--- config.mk ---
export PLATFORM = sky130hd
export DESIGN_NAME = wildcard_name_match
export DESIGN_NICKNAME = d
export VERILOG_FILES = /design/src/rtl/wnm_pkg.sv /design/src/rtl/wnm_cell.sv /design/src/rtl/wildcard_name_match.sv
export VERILOG_INCLUDE_DIRS = /design/src /design/src/rtl
export SDC_FILE = /design/constraint.sdc
export NUM_CORES = 1
export LEC_CHECK = 0
export BUFFER_PORTS_ARGS = -buffer_cell sky130_fd_sc_hd__buf_2
export CAP_MARGIN = 20
export CORE_ASPECT_RATIO = 1.2
export CORE_UTILIZATION = 39
export DETAILED_ROUTE_END_ITERATION = 12
export RECOVER_POWER = 50
export SLEW_MARGIN = 0
export SYNTH_ARGS = -nofsm -noshare
export SYNTH_HDL_FRONTEND = slang
export SYNTH_SLANG_ARGS = --single-unit
--- constraint.sdc ---
create_clock -name clk -period 4.62 [get_ports clk]
set_input_delay 0 -clock clk [delete_from_list [all_inputs] [get_ports clk]]
set_output_delay 0 -clock clk [all_outputs]
set_load 0.01 [all_outputs]
--- src/rtl/wildcard_name_match_assert.svh ---
// ----------------------------------------------------------------------------
// wildcard name match assertion macros
// concurrent checks on the block clock, disabled while reset is low
// ----------------------------------------------------------------------------
`ifndef WILDCARD_NAME_MATCH_ASSERT_SVH
`define WILDCARD_NAME_MATCH_ASSERT_SVH

`ifndef SYNTHESIS

// check that holds whenever the antecedent holds, same cycle
`define WNM_ASSERT_IMPL(lbl, clk, rst_n, ante, cons) \
  lbl: assert property (@(posedge clk) disable iff (!rst_n) (ante) |-> (cons)) \
    else $error("wildcard_name_match: assertion failed");

// check on the cycle after the antecedent
`define WNM_ASSERT_NEXT(lbl, clk, rst_n, ante, cons) \
  lbl: assert property (@(posedge clk) disable iff (!rst_n) (ante) |=> (cons)) \
    else $error("wildcard_name_match: assertion failed");

`else

`define WNM_ASSERT_IMPL(lbl, clk, rst_n, ante, cons)
`define WNM_ASSERT_NEXT(lbl, clk, rst_n, ante, cons)

`endif

`endif

--- src/rtl/wnm_pkg.sv ---
// ----------------------------------------------------------------------------
// wnm_pkg
// request and result types, request codes and character folding
// ----------------------------------------------------------------------------
package wnm_pkg;

  typedef struct packed {
    logic [1:0] req_type;
    logic [7:0] char_code;
  } wnm_in_t;

  typedef struct packed {
    logic matched;
    logic mask_too_long;
  } wnm_out_t;

  // broadcast from the control to every cell
  typedef struct packed {
    logic       restart;
    logic       load;
    logic       step;
    logic [7:0] chr;
  } wnm_ctrl_t;

  // handed from a cell to its right neighbor
  typedef struct packed {
    logic act;
    logic star;
    logic adv;
  } wnm_link_t;

  localparam logic [1:0] REQ_CLEAR  = 2'd0;
  localparam logic [1:0] REQ_APPEND = 2'd1;
  localparam logic [1:0] REQ_NAME   = 2'd2;
  localparam logic [1:0] REQ_END    = 2'd3;

  localparam logic [7:0] CH_STAR   = 8'h2A;
  localparam logic [7:0] CH_QUES   = 8'h3F;
  localparam logic [7:0] CH_SLASH  = 8'h2F;
  localparam logic [7:0] CH_BSLASH = 8'h5C;
  localparam logic [7:0] CH_UP_A   = 8'h41;
  localparam logic [7:0] CH_UP_Z   = 8'h5A;
  localparam logic [7:0] CASE_BIT  = 8'h20;

  // lower-case ascii letters, backslash reads as slash
  function automatic logic [7:0] fold_char(input logic [7:0] c);
    logic [7:0] f;
    f = c;
    if (c >= CH_UP_A && c <= CH_UP_Z) begin
      f = c | CASE_BIT;
    end
    if (c == CH_BSLASH) begin
      f = CH_SLASH;
    end
    return f;
  endfunction

endpackage

--- src/rtl/wnm_cell.sv ---
// ----------------------------------------------------------------------------
// wnm_cell
// one mask position: stored mask character and its active bit
// ----------------------------------------------------------------------------
module wnm_cell
  import wnm_pkg::*;
#(
  parameter int LEN_W = 7,
  parameter int IDX   = 0
) (
  input  logic             clk,
  input  logic             rst_n,
  input  wnm_ctrl_t        ctrl,
  input  logic [LEN_W-1:0] len,
  input  wnm_link_t        left,
  output wnm_link_t        right,
  output logic             eff
);

  localparam logic [LEN_W-1:0] MY_IDX = LEN_W'(IDX);

  logic [7:0] chr_r;
  logic       is_star_r;
  logic       is_ques_r;
  logic       act_r;
  logic       act_nxt;
  logic       in_use;
  logic       hit;

  assign in_use = MY_IDX < len;

  // closed active: a star on the left also opens this position
  assign eff = act_r | (left.star & left.act);

  assign hit = in_use & ~is_star_r & (is_ques_r | (chr_r == ctrl.chr));

  assign right.act  = act_r;
  assign right.star = in_use & is_star_r;
  assign right.adv  = eff & hit;

  always_comb begin
    act_nxt = act_r;
    if (ctrl.restart) begin
      act_nxt = (IDX == 0);
    end else if (ctrl.step) begin
      act_nxt = (eff & in_use & is_star_r) | left.adv;
    end
  end

  always_ff @(posedge clk) begin
    if (!rst_n) begin
      act_r <= (IDX == 0);
    end else begin
      act_r <= act_nxt;
    end
  end

  always_ff @(posedge clk) begin
    if (ctrl.load && (len == MY_IDX)) begin
      chr_r     <= ctrl.chr;
      is_star_r <= (ctrl.chr == CH_STAR);
      is_ques_r <= (ctrl.chr == CH_QUES);
    end
  end

endmodule

--- src/rtl/wildcard_name_match.sv ---
// an end-of-name request shows its result in the cycle after acceptance
// throughput: one request per cycle while in_ready is high, every mask position advances in parallel
// a held result stalls the input only while the result register is still full
// reset (synchronous, rst_n low): mask empty, no overflow, position zero active
// mask storage has no reset and is read only below the loaded length
// ----------------------------------------------------------------------------
// wildcard_name_match
// streaming glob matcher, star and question mark over a row of mask cells
// ----------------------------------------------------------------------------
module wildcard_name_match
  import wnm_pkg::*;
#(
  parameter int MASK_CHARS = 64
) (
  input  logic     clk,
  input  logic     rst_n,
  input  logic     in_valid,
  output logic     in_ready,
  input  wnm_in_t  in_data,
  output logic     out_valid,
  input  logic     out_ready,
  output wnm_out_t out_data
);

`include "wildcard_name_match_assert.svh"

  localparam int LEN_W = $clog2(MASK_CHARS + 1);
  localparam logic [LEN_W-1:0] LEN_MAX = LEN_W'(MASK_CHARS);

  // stored_len counts cells in use; consecutive stars collapse into one cell,
  // so raw_len tracks the mask as written for the overflow check
  logic [LEN_W-1:0] stored_len_r, stored_len_nxt;
  logic [LEN_W-1:0] raw_len_r, raw_len_nxt;
  logic             ovf_r, ovf_nxt;
  logic             last_star_r, last_star_nxt;
  logic             act_end_r, act_end_nxt;
  logic             out_valid_r, out_valid_nxt;
  wnm_out_t         out_data_r, out_data_nxt;

  logic             in_acc;
  logic [7:0]       fchr;
  logic             collapse;
  wnm_ctrl_t        ctrl;
  wnm_link_t        links [MASK_CHARS];
  logic [MASK_CHARS:0] eff_vec;
  logic             hit;

  // a request goes in whenever the result register is free or draining
  assign in_ready  = ~out_valid_r | out_ready;
  assign in_acc    = in_valid & in_ready;
  assign out_valid = out_valid_r;
  assign out_data  = out_data_r;

  assign fchr     = fold_char(in_data.char_code);
  assign collapse = (fchr == CH_STAR) & last_star_r;

  // ---- row of mask cells, each hands its state to the right neighbor ----
  for (genvar i = 0; i < MASK_CHARS; i++) begin : g_cell
    wnm_link_t left_in;
    if (i == 0) begin : g_first
      assign left_in = '0;
    end else begin : g_rest
      assign left_in = links[i-1];
    end
    wnm_cell #(
      .LEN_W (LEN_W),
      .IDX   (i)
    ) u_cell (
      .clk   (clk),
      .rst_n (rst_n),
      .ctrl  (ctrl),
      .len   (stored_len_r),
      .left  (left_in),
      .right (links[i]),
      .eff   (eff_vec[i])
    );
  end

  // position past the last cell, reached once the whole mask is consumed
  assign eff_vec[MASK_CHARS] = act_end_r |
                               (links[MASK_CHARS-1].star & links[MASK_CHARS-1].act);

  // name matches when the position right after the mask is active
  assign hit = eff_vec[stored_len_r];

  // ---- request decode ----
  always_comb begin
    stored_len_nxt = stored_len_r;
    raw_len_nxt    = raw_len_r;
    ovf_nxt        = ovf_r;
    last_star_nxt  = last_star_r;
    act_end_nxt    = act_end_r;
    out_data_nxt   = out_data_r;
    ctrl           = '0;
    ctrl.chr       = fchr;

    // result leaves when taken
    out_valid_nxt = out_valid_r & ~out_ready;

    if (in_acc) begin
      unique case (in_data.req_type)
        REQ_CLEAR: begin
          stored_len_nxt = '0;
          raw_len_nxt    = '0;
          ovf_nxt        = 1'b0;
          last_star_nxt  = 1'b0;
          ctrl.restart   = 1'b1;
        end
        REQ_APPEND: begin
          if (raw_len_r < LEN_MAX) begin
            raw_len_nxt = raw_len_r + 1'b1;
            // a star right after a star adds nothing to the pattern
            if (!collapse) begin
              ctrl.load      = 1'b1;
              stored_len_nxt = stored_len_r + 1'b1;
              last_star_nxt  = (fchr == CH_STAR);
            end
          end else begin
            ovf_nxt = 1'b1;
          end
          // a mask change drops any partial name
          ctrl.restart = 1'b1;
        end
        REQ_NAME: begin
          ctrl.step   = 1'b1;
          act_end_nxt = links[MASK_CHARS-1].adv;
        end
        REQ_END: begin
          out_valid_nxt              = 1'b1;
          out_data_nxt.matched       = hit & ~ovf_r;
          out_data_nxt.mask_too_long = ovf_r;
          ctrl.restart               = 1'b1;
        end
        default: begin
          ctrl.restart = 1'b1;
        end
      endcase
    end

    if (ctrl.restart) begin
      act_end_nxt = 1'b0;
    end
  end

  always_ff @(posedge clk) begin
    if (!rst_n) begin
      stored_len_r <= '0;
      raw_len_r    <= '0;
      ovf_r        <= 1'b0;
      last_star_r  <= 1'b0;
      act_end_r    <= 1'b0;
      out_valid_r  <= 1'b0;
    end else begin
      stored_len_r <= stored_len_nxt;
      raw_len_r    <= raw_len_nxt;
      ovf_r        <= ovf_nxt;
      last_star_r  <= last_star_nxt;
      act_end_r    <= act_end_nxt;
      out_valid_r  <= out_valid_nxt;
    end
  end

  always_ff @(posedge clk) begin
    out_data_r <= out_data_nxt;
  end

  // ---- checks ----
  // collapsed storage never outgrows the mask as written
  `WNM_ASSERT_IMPL(a_len_order, clk, rst_n, 1'b1, stored_len_r <= raw_len_r)
  // raw length saturates at the store size
  `WNM_ASSERT_IMPL(a_raw_bound, clk, rst_n, 1'b1, raw_len_r <= LEN_MAX)
  // an overflowed mask never reports a match
  `WNM_ASSERT_IMPL(a_ovf_nomatch, clk, rst_n, out_valid_r && out_data_r.mask_too_long,
                   !out_data_r.matched)
  // an accepted end of name always yields a result next cycle
  `WNM_ASSERT_NEXT(a_end_result, clk, rst_n, in_acc && (in_data.req_type == REQ_END),
                   out_valid_r)

endmodule
# After elaboration in Yosys (flattened, before gate mapping)
# Cells that the tools add are included.
[totals] in_bits=14 wordCells=1279 out_inout_bits=4 register_bits=724
[op_classes] addsub=2 reduce_logical=75 bitwise=712 magnitude_cmp=68 eq_ne=136 n_mux=22
[op_table] cell="8-bit == test" count=64
[op_table] cell="1-bit AND" count=452
[op_table] cell="7-bit by 6-bit == test with 1-bit output, second input constant" count=32
[op_table] cell="6-bit by 7-bit < comparator with 1-bit output, first input constant" count=32
[op_table] cell="1-bit OR" count=192
[op_table] cell="7-bit by 5-bit == test with 1-bit output, second input constant" count=16
[op_table] cell="5-bit by 7-bit < comparator with 1-bit output, first input constant" count=16
[op_table] cell="1-bit inverter" count=68
[op_table] cell="1-bit logical AND" count=65
[op_table] cell="7-bit by 4-bit == test with 1-bit output, second input constant" count=8
[op_table] cell="4-bit by 7-bit < comparator with 1-bit output, first input constant" count=8
[op_table] cell="7-bit by 3-bit == test with 1-bit output, second input constant" count=4
[op_table] cell="3-bit by 7-bit < comparator with 1-bit output, first input constant" count=4
[op_table] cell="7-bit case mux with 2 select lines" count=2
[op_table] cell="7-bit two-way mux" count=3
[op_table] cell="8-bit by 6-bit == test with 1-bit output, second input constant" count=2
[op_table] cell="7-bit by 1-bit adder with 7-bit output, second input constant" count=2
[op_table] cell="7-bit by 2-bit == test with 1-bit output, second input constant" count=2
[op_table] cell="1-bit by 7-bit < comparator with 1-bit output, first input constant" count=2
[op_table] cell="2-bit by 7-bit < comparator with 1-bit output, first input constant" count=2
[op_table] cell="1-bit two-way mux" count=11
[op_table] cell="8-bit by 7-bit == test with 1-bit output, second input constant" count=1
[op_table] cell="8-bit by 7-bit greater-or-equal comparator with 1-bit output, second input constant" count=1
[op_table] cell="8-bit by 7-bit <= comparator with 1-bit output, second input constant" count=1
[op_table] cell="19 further kinds" count=25

# Depth between registers and ports, before layout
# Gate-level depths: netlist (run 1).
[depth] ltp_word=11 mapped_depth=11 ltp_nobuf=8

# Least setup slack after synthesis (run 1)
# No wires, ideal clock.
[synth_path] path_kind="input port to flip-flop" start="input port in_data[5] in the netlist's numbering" end="register g_cell[29].u_cell.chr_r[0] (enable)" setup_ns=0.297 path_stages=8 t_required_ns=4.323 n_path_buf=1 arrival_ns=4.073 slack_ns=0.250 cell_sequence="nor4b_1 > nand2_1 > a2111oi_2 > nor4b_2 > a21oi_1 > buf_2 > nand2_1 > nor3_1"
[synth_via] elab_chain_cells=11 word_cells_on_any_way=13 cone_classes="order compare: 2; eq/ne: 2; mux: 6; bitwise: 1; reduce/logical: 2"
[synth_rtl] item="from (decl)" line="wildcard_name_match.sv:19" source="input wnm_in_t in_data,"
[synth_rtl] item="8-bit by 7-bit greater-or-equal comparator with 1-bit output or 8-bit by 7-bit <= comparator with 1-bit output (tied branches)" line="wnm_pkg.sv:49" source="if (c >= CH_UP_A && c <= CH_UP_Z) begin"
[synth_rtl] item="1-bit logical AND" line="wnm_pkg.sv:49"
[synth_rtl] item="6-bit two-way mux" line="wnm_pkg.sv:49"
[synth_rtl] item="8-bit two-way mux *" line="wnm_pkg.sv:52" source="if (c == CH_BSLASH) begin"
[synth_rtl] item="8-bit by 6-bit == test with 1-bit output *" line="wildcard_name_match.sv:55" source="assign collapse = (fchr == CH_STAR) & last_star_r;"
[synth_rtl] item="1-bit AND *" line="wildcard_name_match.sv:55"
[synth_rtl] item="1-bit two-way mux *" line="wildcard_name_match.sv:113" source="if (!collapse) begin"
[synth_rtl] item="1-bit two-way mux *" line="wildcard_name_match.sv:110" source="if (raw_len_r < LEN_MAX) begin"
[synth_rtl] item="1-bit two-way mux *" line="wildcard_name_match.sv:101" source="unique case (in_data.req_type)"
[synth_rtl] item="3-bit two-way mux *" line="wildcard_name_match.sv:100" source="if (in_acc) begin"
[synth_rtl] item="1-bit logical AND *" line="wnm_cell.sv:59" source="if (ctrl.load && (len == MY_IDX)) begin"
[synth_rtl] item="to (signal assigned)" line="wnm_cell.sv:60" source="chr_r <= ctrl.chr;"
[synth_rtl] item="to (decl)" line="wnm_cell.sv:22" source="logic [7:0] chr_r;"
# Every way passes the cells marked *; elsewhere a longest branch is shown, timed or not.
# A chain may end at the register's enable or synchronous reset.

==> results of run 1 <==
## sequential cells by signal, summed over array words and instances (netlist names), 2 cells and up
name / flops
g_cell.u_cell.chr_r: 512
g_cell.u_cell.is_ques_r: 64
stored_len_r: 7
g_cell.u_cell.is_star_r: 64
out_data: 2
g_cell.u_cell.act_r: 64
raw_len_r: 7
## critical path, stage by stage
cell and delay [ns]:
dlygate4sd3_1 0.56, clkbuf_1 0.32, and4b_1 0.32, a21oi_4 0.16, clkbuf_4 1.12, inv_1 1.10
buf_12 0.47
## synth_stat cells (all sizes together) (6+ instances only)
master and instances:
and3 12, nor2b 6, buf 59, inv 25
or3 19, dfxtp 82, nor2 125, or4 17
xor2 215, a21o 7, nand2 93, a211oi 8
a41o 10, a31oi 86, a21oi 144, o21ai 123
xnor2 303, nor4 55, nand4 9, edfxtp 642
o211ai 16, or3b 6, a311oi 10, clkbuf 60
nand3b 13, and2 11, nor3 92, nand3 53
## kinds of logic (layout without fill, tap and decap cells)
logic type                 after synthesis  count (layout)  share of synthesized area, %
AOI/OAI and AO/OA                      464             464                         8.867
xor gates and xnor gates               518             518                         14.30
and+or+nand+nor                        534             534                         8.619
muxes                                    2               2                        0.1025
DFF                                    724             724                         65.92
buffers and inverters                  144             278                         1.995
adders and majority gates                5               5                        0.1971
## worst max-delay path by stage
stage | from | endpoint | slack (ns) | depth (start not counted)
floorplan | in_data[5] | g_cell[29].u_cell.chr_r[0] | 0.25 | 8
global placement | in_data[2] | g_cell[61].u_cell.chr_r[6] | 1.33 | 10
detailed placement | in_data[2] | g_cell[61].u_cell.chr_r[0] | 1.31 | 10
CTS | stored_len_r[5] | out_data[1] | 1.27 | 7
global route | in_data[2] | last_star_r | 0.52 | 9
finish | in_data[7] | g_cell[34].u_cell.chr_r[0] | 0.77 | 7
## repair_timing
item                      in CTS  in global routing
setup buffers                  0                  0
hold buffers                  10                  0
hold endpoints to repair      51                  0
## cell usage in the layout, fill, tap and decap left out, types with 50 or more instances in the layout
cell type / synthesis / final
edfxtp_1: 642 / 642
o21ai_0: 120 / 121
clkbuf_16: 0 / 72
nor2_1: 125 / 125
buf_4: 9 / 74
xnor2_1: 303 / 303
dfxtp_1: 82 / 82
a21oi_1: 144 / 142
nand3_1: 50 / 50
nor3_1: 92 / 90
nand2_1: 92 / 91
nor4_1: 55 / 55
xor2_1: 215 / 215
a31oi_1: 86 / 86
## metrics by stage
stage	instances	instance area (um^2)	hold slack [ns]
floorplan	2391	31730	0.1667
global placement	3427	33490	0.3557
detailed placement	3428	33500	0.3548
CTS	3569	36140	0.01456
global route	3569	36000	0.08423
finish	3569	36000	0.05423
## power by group through the flow
stage,Clock (mW),Combinational (mW),Sequential [mW]
3_3_place_gp,0,0.712,7.33
2_1_floorplan,0,0.484,7.31
4_1_cts,6.38,0.737,7.19
6_report,6.26,0.713,7.20
3_5_place_dp,0,0.727,7.33
5_1_grt,6.62,0.779,7.20
## routing by layer
metal / routed length, um / part of all wire [%] / GRT usage, % / vias to the layer above
met4: 3135 / 3.7 / 9.037 / 0
met1: 35140 / 41 / 25.99 / 10072
met5: 0 / 0 / 0 / -
li1: - / - / - / 9040
met3: 4710 / 5.5 / 3.207 / 160
met2: 42700 / 50 / 36.15 / 675
## area by class of cell
| class | instances | area share [%] |
|---|---|---|
| tap | 1044 | 3.628 |
| clock buffer | 82 | 5.164 |
| timing repair buffer | 122 | 2.589 |
| multi-input combinational | 1523 | 28.37 |
| inverter | 25 | 0.2606 |
| sequential | 724 | 58.10 |
| clock inverter | 49 | 1.887 |
==> flow_results.org, run 1 <==
** Power
- Across the VDD grid, the largest voltage drop is 0.3622 mV.
- For this design the static power due to leakage is 11.27 nW.
- Net switching is 21.35% of the power.
- Per report_power, the sequential group accounts for 50.8% of the total.
- Overall power after layout :: 14.17 mW
- The internal portion of the total power is 11.14 mW.
- For this design the ratio of total power to cell area is 393.5 nW/um^2.
- Per report_power, the clock group accounts for ~44% of the total.
- In this run the power spent charging and discharging nets is approximately 3.0 mW.
- In this run, the combinational gates consume 5.0% of the power.

** Clock network
- Number of resized instances in the post-cts repair step :: 0
- Clock transition at path regs :: 0.07 ns
- CTS tree :: done
- In this run the clock root is driven by a clkbuf_16.
- CTS built an H-tree with a depth of 3.
- Number of sinks handled by clock tree synthesis :: 724
- Counting along the longest clock path gives a buffer depth of 3.
- Clock latency on the worst-skew pair :: 0.65 ns
- Counting the buffers created by CTS gives a little over 70.

** Outcome
- The checks that failed: capacitance limit, slew limit.
- Run status :: finished, violations left

** Timing
- Setup violations remaining at the end of the flow were counted as 0.
- The clock period could shrink to 3.846 ns.
- Setup repair after global routing left no endpoint under its margin.
- The number of hold violations in the final report is 0.
- Total negative slack :: 0 ns
- Fmax achieved :: 260.0 MHz
- Fin Clk Skew :: 0.03249 ns
- Count of final max-slew check failures :: ~140
- At the pin with the least slew margin, the transition time is 2.654 ns.
- In the finished design, the share of the clock period the worst path needs comes to 83.24%.
- Final worst-path setup slack :: a little under 0.8 ns
- Headroom to the max-slew limit came out at -76.93%.

** Synthesis
- Cells taking the most area after synthesis :: edfxtp_1 61%, xnor2_1 8.4%, xor2_1 5.9%
- Sequential cell area fraction in the yosys report :: about two thirds
- In this run, synthesis produced a sequential element count of 724.
- Share of flip-flops with an asynchronous set or reset :: 0%
- Of the post-synthesis cell area, the dominant cell type holds 60.75%.
- Post-synth design cell area :: 31730 um^2
- The average instance in the mapped netlist occupies 13.27 um^2.
- Primary flip-flop cell chosen by synthesis mapping :: edfxtp_1
- Netlist cell types :: 72
- Nets in the synthesized netlist :: ~2400
- For this run, the number of Yosys warnings is 0.
- Summed over all instances, the cell type with the most area after synthesis is edfxtp_1.
- Count of mapped cells out of synthesis :: about 2400
- Number of enable-type register cells in the synthesized netlist :: 642

** Layout
- After filler insertion, the fill cell instance count of the layout stands at 7128.
- 0 antenna diodes ended up in the layout.
- At the end of the flow the core is filled with cells to 44.68%.
- Area used by multi-input combinational logic :: 10210 um^2
- Of the cells placed in the final design, the portion with a size suffix greater than 1 is 9.307%.
- Summing all flip-flop and latch instances after layout gives approximately 21000 um^2.
- Syn-to-layout area delta :: 13.46%
- For this run, the post-layout net count is 2486.

** Drt
- After detailed routing, the total wire length is ~86000 um.
- For this run, design rule violations remaining after detail routing come to 0.
- First-iteration detailed-routing DRC count :: 1693
- In this run the remaining antenna-violating nets after routing total 0.
- Vias :: about 20000
- After detailed routing, the number of vias per cell comes to 5.589.
- Number of search-and-repair iterations in the first detailed-routing pass :: 6
- After detailed routing, the average wire length per cell comes to about 24 um.

** Critical path
- Along the worst path, the maximum fanout reaches 65.
- Crit Reg-Reg Startpoint :: stored_len_r[6]
- Worst endpoint data arrival time :: roughly 4.2 ns
- STA classifies the critical path endpoint as a flop.
- Critical path data required time :: 4.96 ns
- Counting cells, the worst reg-to-reg path comes to 7.
- The worst setup path is of the primary input to flop kind.
- Capture point of the worst reg-to-reg path :: out_data[1]
- The worst setup path is launched from a primary input.
- Slack of the worst reg-to-reg path :: around 1.1 ns

** Min path
- Destination of the worst hold path :: stored_len_r[0]
- The path class of the tightest hold or removal check is primary input to flop.
- In this run the most critical hold path is launched from in_data[6].
- Counting instances, the worst hold path has a depth of 6.

** GRT
- Vias in the first global route :: about 20000
- The total overflow left after global routing is 0.
- Number of antenna violations at the first check in global routing :: 0
- Overall Global Routing Usage :: 20.89%
- The first global-routing pass estimated 129400 um of wire.
- Entering global routing, the biggest net connects 74 pins.

** Placed design
- IO buf count :: 17
- Worst-case setup slack after placement :: 1.307 ns
- Post-detail-place hpwl :: approximately 55000 um
- Final GP Congestion :: 1.010

** Flow run
- Number of violations of the max-capacitance limit :: 3

** Die
- Core area :: between 80000 and 90000 um^2
- Y dimension of the die :: 314.5 um
- The floorplan step set the die width to 262.4 um.
- The initial utilization of the core area, before any placement, comes to 39.38%.
- The die covers 82520 um^2.
- The floorplan has 114 rows.
- Num ports :: 18
(Power assumes the default switching activity.)
==> run 2: changes to the inputs <==
Clock period 4.62 ns to 3.7 ns, I/O delays scaled along.
==> flow_results.org, run 2 (synthesis results as in run 1) <==
** Timing
- Period utilisation layout :: 95.91%
- Count of final max-slew check failures :: 230
- Hold slack :: 0.1212 ns
- Fmax achieved :: 281.8 MHz
- In this run the tightest slew margin relative to its limit is -31.08%.
- Post-layout minimum cycle time :: 3.549 ns
- Worst Tran Pin Value :: 1.966 ns
- Setup violations remaining at the end of the flow were counted as 0.
- For the final database, setup skew stands at 0.01789 ns.
- Hold Vio Cnt, Final :: 0
- For the final routed database, the setup TNS stands at 0 ns.
- Setup repair after global routing left no endpoint under its margin.

** Layout
- The number of antenna diodes in the final layout is 0.
- Syn-to-layout area delta :: 13.69%
- Layout filler cell count :: 7181
- The register with the most flip-flops in the layout has 512 of them.
- Cells with a size suffix above 1 make up 10.53% of the layout.
- Biggest register :: g_cell.u_cell.chr_r
- Top library cells by usage in the layout, fill and taps aside :: 642 x edfxtp_1, 303 x xnor2_1, 215 x xor2_1, 142 x a21oi_1, 125 x nor2_1
- Commonest non-fill, non-tap cell in the layout :: edfxtp_1
- After the last flow step, the layout net total stands at 2516.

** Clock network
- The clock passes through at most 3 buffers.
- Number of sinks handled by clock tree synthesis :: approximately 720
- Count of H-tree levels built during CTS :: 3
- After clock tree synthesis, the repair step resized 0 gates.
- CTS Root Buffer Type :: clkbuf_16
- CTS buffer count :: 72
- TritonCTS built the clock tree.
- Clock latency on the worst-skew pair :: 0.63 ns
- Clock transition at path regs :: 0.06 ns

** Drt
- Routed length per placed instance :: 23.78 um
- Via/cell ratio :: 5.547
- For this block, the initial DRC count from the detailed router was 1477.
- Post-route antenna net violation count :: 0
- # DRC :: 0
- Number of search-and-repair iterations in the first detailed-routing pass :: 8
- The detailed router placed between 15000 and 20000 vias in this run.
- The routed design has 85600 um of wire.

** Critical path
- Critical path peak fanout :: 21
- Element type at the critical path end :: flop
- On the worst path, the slowest cell contributes a delay of a little over 0.6 ns.
- Critical path cell sequence :: dlygate4sd3_1 -> buf_6 -> and4b_1 -> nand2_1 -> a2111oi_2 -> nor4b_2 -> a21oi_1 -> buf_4 -> buf_4 -> nand2_1 -> nor2_1
- Top cell family by delay on the critical path :: simple AND/OR/NAND/NOR gates
- The worst setup path is launched from a primary input.
- Critical path data required time :: between 3 and 4 ns
- Data arrives at the worst endpoint at 3.83 ns.
- The critical path in this run is classified as primary input to flop.
- The slowest stage of the critical path is the nand2_1 cell.
- Slack of the worst reg-to-reg path :: around 0.4 ns
- Counting both buffers and inverters, the worst setup path holds a total of 4.

** Power
- The analysis attributes to cell leakage a power of between 10 and 15 nW.
- Pwr Density :: 475.7 nW/um^2
- IR analysis of the VDD net gives a maximum drop of ~0.38 mV.

** GRT
- The number of antenna violations at the first check in global routing was 2.
- Vias in the first global route :: 20097
- Overall Global Routing Usage :: around 21%
- Wire length of the first global-routing pass :: 128400 um
- Entering global routing, the biggest net connects 67 pins.
- Grt ovf :: 0

** Outcome
- Violated checks :: capacitance limit, slew limit
- The run finished, with violations left.

** Min path
- Class of the worst hold path :: primary input to flop

** Placed design
- Final GP Congestion :: between 0.9 and 1
- Summed over all nets, the half-perimeter wirelength after detailed placement is 54780 um.
- During placement, the flow inserted port buffers numbering 17.

** Die
- Die outline area :: ~83000 um^2
- In this run the vertical extent of the chip is 314.5 um.
- In this run the count of I/O pins placed on the die edge is 18.
- After floorplanning, the core was divided into between 100 and 150 placement rows.
- In this run the horizontal extent of the chip is 262.4 um.
- Core area :: 80590 um^2
- The initial utilization of the core area, before any placement, comes to between 30% and 40%.

** Flow run
- Number of violations of the max-capacitance limit :: 4
-- run 2: changes by cell type in the layout (fill, tap and decap cells not counted), moves of 4 or more --
cell,change
clkbuf_1,+7
clkinv_1,-4
bufinv_16,-9
buf_4,+25
-- run 2: worst min-delay path: stages --
cell and delay, ns:
buf_2 0.13, a2111oi_2 0.06, clkbuf_1 0.18, nand2_1 0.09, nand2_1 0.08, nand3_1 0.09, nand2_1 0.05
-- run 2: final timing paths --
kind                               startpoint                         end  cells past startpoint
setup / recovery                   in_data[7]  g_cell[37].u_cell.chr_r[7]                     11
hold / removal                     in_data[6]             stored_len_r[2]                      7
setup reg to reg              stored_len_r[1]  g_cell[13].u_cell.chr_r[4]                      6
hold reg to reg   g_cell[45].u_cell.is_ques_r     g_cell[46].u_cell.act_r                      2
-- run 2: report_power, final --
group | total [mW] | internal [mW] | switching [mW]
logic | 0.900 | 0.304 | 0.595
registers | 8.98 | 8.92 | 0.0616
clock network | 7.28 | 4.12 | 3.16
total | 17.2 | 13.3 | 3.81
-- run 2: metrics by stage --
| step | worst slack, ns | power, mW | util, % | std cells | cell area (um^2) |
|---|---|---|---|---|---|
| 2_1_floorplan | 0.2233 | 9.736 | - | 2391 | 31740 |
| 3_3_place_gp | 0.2409 | 10.04 | 41.87 | 3457 | 33740 |
| 3_5_place_dp | 0.1446 | 10.06 | 41.87 | 3457 | 33740 |
| 4_1_cts | 0.3344 | 17.32 | 44.88 | 3598 | 36170 |
| 5_1_grt | 0.1151 | 17.70 | 44.77 | 3599 | 36080 |
| 6_report | 0.1513 | 17.16 | 44.77 | 3599 | 36080 |
-- run 2: routing by layer --
layer | vias up | wire (um) | track usage (%) | share of wire (%)
met5 | - | 0 | 0 | 0
met4 | 0 | 2739 | 7.874 | 3.2
met3 | 146 | 3957 | 2.926 | 4.6
met2 | 581 | 42770 | 36.22 | 50
met1 | 10143 | 36140 | 26.00 | 42
li1 | 9092 | - | - | -
-- run 2: timing repair --
action,in CTS,in global routing
hold buffers,9,0
buffers inserted,0,0
endpoints found under the hold margin,35,0
-- run 2: final cells by class --
class / count / area [um^2] / share of cell area, %
Multi-Input combinational cell: 1523 / 10240 / 28.39
Timing Repair Buffer: 151 / 1179 / 3.267
Sequential cell: 724 / 20920 / 57.99
Inverter: 25 / 93.84 / 0.2601
Clock buffer: 92 / 1908 / 5.289
Clock inverter: 40 / 427.9 / 1.186
Tap cell: 1044 / 1306 / 3.621
